### src/hdl/cns_pkg.sv
// ----------------------------------------------------------------------------
// cns_pkg: shared types and constants of the cutoff neighbor search
// Item structs, command kinds and the back-end state encoding.
// ----------------------------------------------------------------------------
`default_nettype none

package cns_pkg;

	localparam int MAX_ATOMS  = 64;
	localparam int COORD_BITS = 16;
	localparam int SLOT_W   = 6;
	localparam int COLOR_W  = 8;
	localparam int CUTOFF_W = 15;
	localparam int AIU_W    = 7;
	localparam int CNT_W    = 6;
	localparam int RESULT_CAP = 63;

	localparam logic CFG_CUTOFF = 1'b0;
	localparam logic CFG_AIU    = 1'b1;
	localparam logic [CUTOFF_W-1:0] CUTOFF_RESET = 15'd896;

	typedef enum logic {
		KIND_LOAD  = 1'b0,
		KIND_QUERY = 1'b1
	} kind_t;

	typedef struct packed {
		logic              kind;
		logic [5:0]        slot;
		logic signed [15:0] pos_x;
		logic signed [15:0] pos_y;
		logic signed [15:0] pos_z;
		logic [7:0]        red;
		logic [7:0]        green;
		logic [7:0]        blue;
	} in_item_t;

	typedef struct packed {
		logic [5:0] central_index;
		logic       neighbor_valid;
		logic [5:0] neighbor_index;
		logic [5:0] neighbor_count;
		logic [7:0] poly_red;
		logic [7:0] poly_green;
		logic [7:0] poly_blue;
		logic       last;
	} out_item_t;

	typedef enum logic [2:0] {
		ST_IDLE,
		ST_CENTER,
		ST_SCAN,
		ST_DRAIN,
		ST_DIVIDE,
		ST_FINAL
	} be_state_t;

endpackage

`default_nettype wire

### src/hdl/cns_queue.sv
// ----------------------------------------------------------------------------
// cns_queue: small command queue
// Two-entry queue that decouples the front end from the back end.
// ----------------------------------------------------------------------------
`default_nettype none

module cns_queue
	import cns_pkg::*;
(
	input  wire logic     clk,
	input  wire logic     arst_n,
	input  wire logic     push,
	input  in_item_t      push_data,
	output logic          full,
	input  wire logic     pop,
	output logic          empty,
	output in_item_t      pop_data
);

	in_item_t   mem_q [2];
	logic       wr_q;
	logic       rd_q;
	logic [1:0] cnt_q;

	assign full     = (cnt_q == 2'd2);
	assign empty    = (cnt_q == 2'd0);
	assign pop_data = mem_q[rd_q];

	always_ff @(posedge clk) begin
		if (push && !full) begin
			mem_q[wr_q] <= push_data;
		end
	end

	always_ff @(posedge clk or negedge arst_n) begin
		if (!arst_n) begin
			wr_q  <= 1'b0;
			rd_q  <= 1'b0;
			cnt_q <= 2'd0;
		end else begin
			if (push && !full) begin
				wr_q <= ~wr_q;
			end
			if (pop && !empty) begin
				rd_q <= ~rd_q;
			end
			cnt_q <= cnt_q + {1'b0, (push && !full)} - {1'b0, (pop && !empty)};
		end
	end

	a_no_overflow: assert property (@(posedge clk) disable iff (!arst_n)
		cnt_q != 2'd3) else $error("queue count out of range");

endmodule

`default_nettype wire

### config.mk
export PLATFORM = sky130hd
export DESIGN_NAME = cns_queue
export DESIGN_NICKNAME = d
export VERILOG_FILES = /design/src/hdl/cns_pkg.sv /design/src/hdl/cns_queue.sv
export SDC_FILE = /design/constraint.sdc
export NUM_CORES = 1
export LEC_CHECK = 0
export BUFFER_PORTS_ARGS = -buffer_cell sky130_fd_sc_hd__clkbuf_2
export CORE_ASPECT_RATIO = 1.1
export CORE_UTILIZATION = 35
export DETAILED_ROUTE_END_ITERATION = 6
export PLACE_DENSITY_LB_ADDON = 0.05
export SETUP_SLACK_MARGIN = 0.1
export SYNTH_ARGS = -nofsm -noshare
export SYNTH_HDL_FRONTEND = slang
export SYNTH_SLANG_ARGS = --single-unit
export TNS_END_PERCENT = 1
### constraint.sdc
create_clock -name clk -period 8.74 [get_ports clk]
set_input_delay 0.437 -clock clk [delete_from_list [all_inputs] [get_ports clk]]
set_output_delay 0.437 -clock clk [all_outputs]
set_load 0.01 [all_outputs]
==> results of run 1 <==
-- final cells by class --
cell class / count / area (um^2)
Clock buffer: 19 / 433
Clock inverter: 12 / 189
Fill cell: 1585 / 9760
Inverter: 2 / 7.51
Multi-Input combinational cell: 91 / 1290
Sequential cell: 162 / 4850
Tap cell: 238 / 298
Timing Repair Buffer: 168 / 856
-- kinds of logic after synthesis --
kind of cell  Yosys count  share of synthesized area
xor+xnor                4                    0.00556
fa+ha+maj               2                    0.00397
buf+inv                11                     0.0284
flops                 162                      0.769
mux                    79                      0.188
simple gates            6                    0.00477
-- repair_timing --
item                                    in CTS  in global routing
endpoints found under the hold margin        4                  0
hold buffers                                 1                  0
endpoints found under the setup margin       0                  0
-- synthesized netlist by cell type --
master	number	share of area
buf_12	8	0.025
xor2_1	1	0.0014
nor2_1	2	0.0012
and3_1	1	0.00099
nand2b_1	1	0.00099
xnor2_1	3	0.0042
buf_6	1	0.0018
nor2b_1	1	0.00099
edfxtp_1	158	0.75
ha_1	2	0.0040
dfrtp_1	4	0.016
inv_1	2	0.0012
nand2_1	1	0.00060
mux2_4	79	0.19
-- power groups by stage --
stage               combinational (W)  sequential, W  clock, W
floorplan                    0.000665        0.00113         0
global placement             0.000831        0.00117         0
detailed placement           0.000833        0.00118         0
CTS                          0.000837        0.00116  0.000808
global route                 0.000885        0.00118  0.000842
finish                       0.000813        0.00116  0.000787
-- layer usage --
| layer | wire length [um] | share of wire |
|---|---|---|
| met5 | 0 | 0 |
| met4 | 181 | 0.016 |
| met3 | 937 | 0.082 |
| met2 | 5550 | 0.49 |
| met1 | 4730 | 0.42 |
-- through the flow --
stage | util | power (W) | instances | area (um^2)
2_1_floorplan | - | 0.00179 | 264 | 6300
3_3_place_gp | 0.412 | 0.00200 | 660 | 7290
3_5_place_dp | 0.412 | 0.00201 | 660 | 7290
4_1_cts | 0.448 | 0.00281 | 692 | 7920
5_1_grt | 0.448 | 0.00290 | 692 | 7920
6_report | 0.448 | 0.00276 | 692 | 7920
-- worst min-delay path by stage --
| stage | start | to | slack [ps] | cells past startpoint |
|---|---|---|---|---|
| after floorplan | arst_n | cnt_q[0] | 140 | 0 |
| after global placement | arst_n | cnt_q[1] | 250 | 1 |
| after detailed placement | arst_n | cnt_q[1] | 250 | 1 |
| after CTS | push_data[51] | mem_q[0][51] | 180 | 1 |
| after global routing | push_data[37] | mem_q[0][37] | 170 | 1 |
| final | push_data[57] | mem_q[1][57] | 200 | 1 |
-- critical path, cell delays in order (launching register included) --
cell      delay [ps]
dfrtp_4          900
buf_4            810
mux2_4           370
clkbuf_2         130
-- flip-flops by register name (all words and copies together), names as in the netlist --
| register | count |
|---|---|
| cnt_q | 2 |
| wr_q | 1 |
| mem_q | 158 |
| rd_q | 1 |
==> flow_summary.toml, run 1 <==
[clock_network]
cts_tree = "yes"
cts_root_buffer = "clkbuf_16"
clock_sinks = 162
cts_setup_buffers = 0
h-tree-depth = 4
clockBufferDepth = 2
cts-buffers-inserted = 17
clk_pin_slew_ps = 60
insertion_delay_ps = 420
postCtsResizedCells = 0

[pwr]
p_leak_nw = 3.22
p_int_w = 0.00199
switching_share = 0.278
clock_power_share = 0.285
power_density_nw_per_um2 = 348
power.switching_w = 0.000768
pwr-share-seq = 0.420
vdd_drop_max_v = 0.000145
p_comb_frac = 0.295

[run]
drv_cap = 0

[sta]
whs_ps = 203
fin_ws_ps = 5590
hold_violations = 0
tightestPinTransition_ps = 867
setup_violations = 0
post-route-period-util = 0.360
post-route-min-period_ps = 3150
tns_ps = 0
slew_viol_final = 0
clock_skew_ps = 5.61
fmax_mhz = 318
max_slew_margin = 0.422
grt_setup_unrepaired = "false"

[global_route]
top_usage_layer = "met2"
grt_pass1_vias = 3026
grt-ovfl-total = 0
grt_antenna_before_repair = 0
grt_pass1_wl_mm = 16.5
grt_max_degree = 51
grt_use_total = 0.127
grt_use_met1 = 0.147
grt_use_met3 = 0.0622
grtUsageMet2 = 0.199

[final_layout]
layout_common_cells = "clkbuf_2, edfxtp_1, mux2_4"
area.growth.synth_to_final_pct = 25.7
final_common_cell = "clkbuf_2"
final_nets = 527
diodes = 0
drive_gt1_frac = 0.608

[setup_path]
r2r_end = "mem_q[1][6]"
crit_end = "pop_data[69]"
setup.worst_path.start_class = "flip-flop"
reg2reg_slack_ps = 6640
crit_path_end_kind = "output port"
critPathArrivalTime_ps = 2710
cp-startpoint = "rd_q"
rr_worst_depth = 3
crit_type = "reg2out"
crit_path_max_fanout = 43
rr_startpoint = "cnt_q[1]"
cp_data_required_time_ps = 8300

[placement]
io_buffers = 163
pre_cts_ws_ps = 5990
place_hpwl_mm = 7.14
place_congestion = 0.646

[floorplanning]
io_pins = 164
die_area_um2 = 18500
die_h_um = 143
core_area_um2 = 17700
start_util = 0.356
rows = 51
die_x_um = 130

[logic_synthesis]
netlist_instances = 264
synth.avg_cell_area_um2 = 23.9
ys_ff_latch = 162
ys_types = 14
synth_area_um2 = 6300
seq_area_frac_synth = 0.769
ys.warnings.count = 0
synth_fp_nets = 349

[drt]
dr.pass1.iters = 6
vias_per_cell = 4.34
wl_per_cell_um = 16.5
via_count = 3001
wirelength_mm = 11.4
final_antenna_net_count = 0
dr.first_iter.drc_count = 160
drc_errors = 0

[status]
status = "completed"

[min_path]
hold_class = "in2reg"
(Power assumes the default switching activity.)
==> run 2: changes to the inputs <==
--- a/config.mk
+++ b/config.mk
@@ -5,6 +5,7 @@
 export SDC_FILE = /design/constraint.sdc
 export NUM_CORES = 1
 export LEC_CHECK = 0
+export ABC_AREA = 1
 export BUFFER_PORTS_ARGS = -buffer_cell sky130_fd_sc_hd__clkbuf_2
 export CORE_ASPECT_RATIO = 1.1
 export CORE_UTILIZATION = 35
==> constraint.sdc (replaced) <==
create_clock -name clk -period 2.94 [get_ports clk]
set_input_delay 0.147 -clock clk [delete_from_list [all_inputs] [get_ports clk]]
set_output_delay 0.147 -clock clk [all_outputs]
set_load 0.01 [all_outputs]
==> run 2 against run 1 <==
Critical path depth grew 1. Clock power grew to 2.8 times the previous value. Cell area rose by 6.8%. Cell count rose by 37%. Sequential cell count did not move. Global-route usage increased by 2.9 points. Register-to-register slack worse by 5500 ps. Hold slack worse by 170 ps. Sequential share of layout area decreased by 3.9 points. Worst setup slack lost 4900 ps. Sequential power grew to 2.9 times the previous value. First-iteration DRC count shrank 16%.
==> flow_summary.toml, run 2 <==
[logic_synthesis]
seq_area_frac_synth = 0.802
yosysTopAreaCell = "edfxtp_1"
synthArstFlopShare = 0.0247
synth_edf_count = 158
netlist_instances = 446
synth_fp_nets = 531
synth_common_cells = "nand2_1, edfxtp_1, inv_1"
synth_top_area_share = 0.786
ys_ff_latch = 162
synthTopCellsByArea = "edfxtp_1, nand2_1, buf_6, dfrtp_1, buf_4"
synth.avg_cell_area_um2 = 13.5
synth_area_um2 = 6040
ys.warnings.count = 0
ys.flop_type = "edfxtp_1"
yosysMostFrequentCell = "nand2_1"
ys_types = 10

[clock_network]
cts_root_buffer = "clkbuf_16"
clk_pin_slew_ps = 60
clock_sinks = 162
h-tree-depth = 4
cts_setup_buffers = 0
cts_tree = "yes"
hold_buffers = 81
clockBufferDepth = 2
postCtsResizedCells = 0
cts-buffers-inserted = 17
insertion_delay_ps = 420

[drt]
dr.pass1.iters = 4
wirelength_mm = 13.0
final_antenna_net_count = 0
wl_per_cell_um = 13.8
drc_errors = 0
via_count = 3996
dr.first_iter.drc_count = 135
vias_per_cell = 4.23

[pwr]
p_leak_nw = 3.67
power_density_nw_per_um2 = 939
vdd_drop_max_v = 0.000442
total_power_w = 0.00794

[sta]
whs_ps = 36.6
grt_setup_unrepaired = "false"
hold_violations = 0
setup_violations = 0
fmax_mhz = 454
tns_ps = 0
post-route-min-period_ps = 2200
clock_skew_ps = 4.57
tightestPinTransition_ps = 662
slew_viol_final = 0
post-route-period-util = 0.749
max_slew_margin = 0.559

[min_path]
hold_class = "in2reg"

[global_route]
grt_use_total = 0.157
grt_pass1_wl_mm = 20.5
grt_pass1_vias = 4073
grt_max_degree = 81
grt_antenna_before_repair = 0
grt-ovfl-total = 0

[setup_path]
rr_worst_depth = 5
critPathArrivalTime_ps = 2050
crit_path_max_fanout = 51
r2r_end = "mem_q[0][3]"
reg2reg_slack_ps = 1150
setup.worst_path.start_class = "flip-flop"
crit_path_end_kind = "output port"
crit_type = "reg2out"
rr_startpoint = "cnt_q[0]"
cp_data_required_time_ps = 2790
crit_end = "pop_data[68]"
cp-startpoint = "rd_q"

[placement]
place_hpwl_mm = 7.84
io_buffers = 163
place_congestion = 0.730

[final_layout]
diodes = 0
fill_cells = 1547
final_common_cell = "nand2_1"
layout_common_cells = "nand2_1, clkbuf_2, edfxtp_1"
drive_gt1_frac = 0.284
largest_register_ffs = 158
area.growth.synth_to_final_pct = 40.1
largest-register = "mem_q"
largest_registers = "mem_q: 158 flops, cnt_q: 2 flops"
final_nets = 783

[floorplanning]
core_area_um2 = 17000
die_x_um = 127
die_h_um = 140
start_util = 0.356
die_area_um2 = 17800
io_pins = 164
rows = 50

[status]
status = "completed"

[run]
drv_cap = 0
## run 2: cell types whose count changed after synthesis, sizes merged, moves of 3 or more
cell	change
buf	+8
inv	+9
mux2	-79
nand2	+249
nand3	+3
xnor2	-3
## run 2: cells by family (layout without fill, tap and decap cells)
family / count (synthesis) / count (layout) / synth area share
fa+ha+maj: 2 / 2 / 0.00414
buf+inv: 28 / 293 / 0.0348
flops: 162 / 162 / 0.802
simple gates: 254 / 254 / 0.159
## run 2: power by group
part / internal [W] / switching, W / leakage [nW]
sequential: 0.00315 / 0.000235 / 1.52
clock: 0.00133 / 0.000868 / 0.277
combinational: 0.000817 / 0.00154 / 1.87
total: 0.00530 / 0.00264 / 3.67
## run 2: area by class of cell
type                            instances  area (um^2)  share of cell area
Multi-Input combinational cell        256          990               0.117
Timing Repair Buffer                  250         1680               0.199
Clock inverter                         14          164              0.0194
Sequential cell                       162         4850               0.573
Inverter                               11         50.0             0.00592
Tap cell                              234          293              0.0346
Clock buffer                           18          429              0.0507
## run 2: critical path: stages (launching register included)
cell	delay, ps
dfrtp_4	840
buf_4	450
nand2_1	90
nand2_1	110
clkbuf_2	140
## run 2: metal layers
metal | vias to the layer above | wire length (um) | track usage
met1 | 1877 | 5590 | 0.184
met5 | - | 0 | 0
met2 | 102 | 6660 | 0.270
li1 | 2000 | - | -
met4 | 0 | 231 | 0.0677
met3 | 17 | 544 | 0.0408
## run 2: stage by stage
stage / area, um^2 / instances / util / setup slack, ps
after floorplan: 6040 / 446 / - / 399
after global placement: 7050 / 832 / 0.416 / 1110
after detailed placement: 7050 / 832 / 0.416 / 1090
after CTS: 8460 / 945 / 0.499 / 668
after global routing: 8460 / 945 / 0.499 / 524
final: 8460 / 945 / 0.499 / 739
## run 2: how the worst min path moves through the flow
stage               cells past startpoint       end   start  slack [ps]
detailed placement                      1  cnt_q[0]  arst_n         -30
global route                            3      wr_q    push          40
finish                                  3      wr_q    push          40
CTS                                     3      wr_q    push          20
global placement                        1  cnt_q[0]  arst_n         -40
floorplan                               0  cnt_q[0]  arst_n        -150
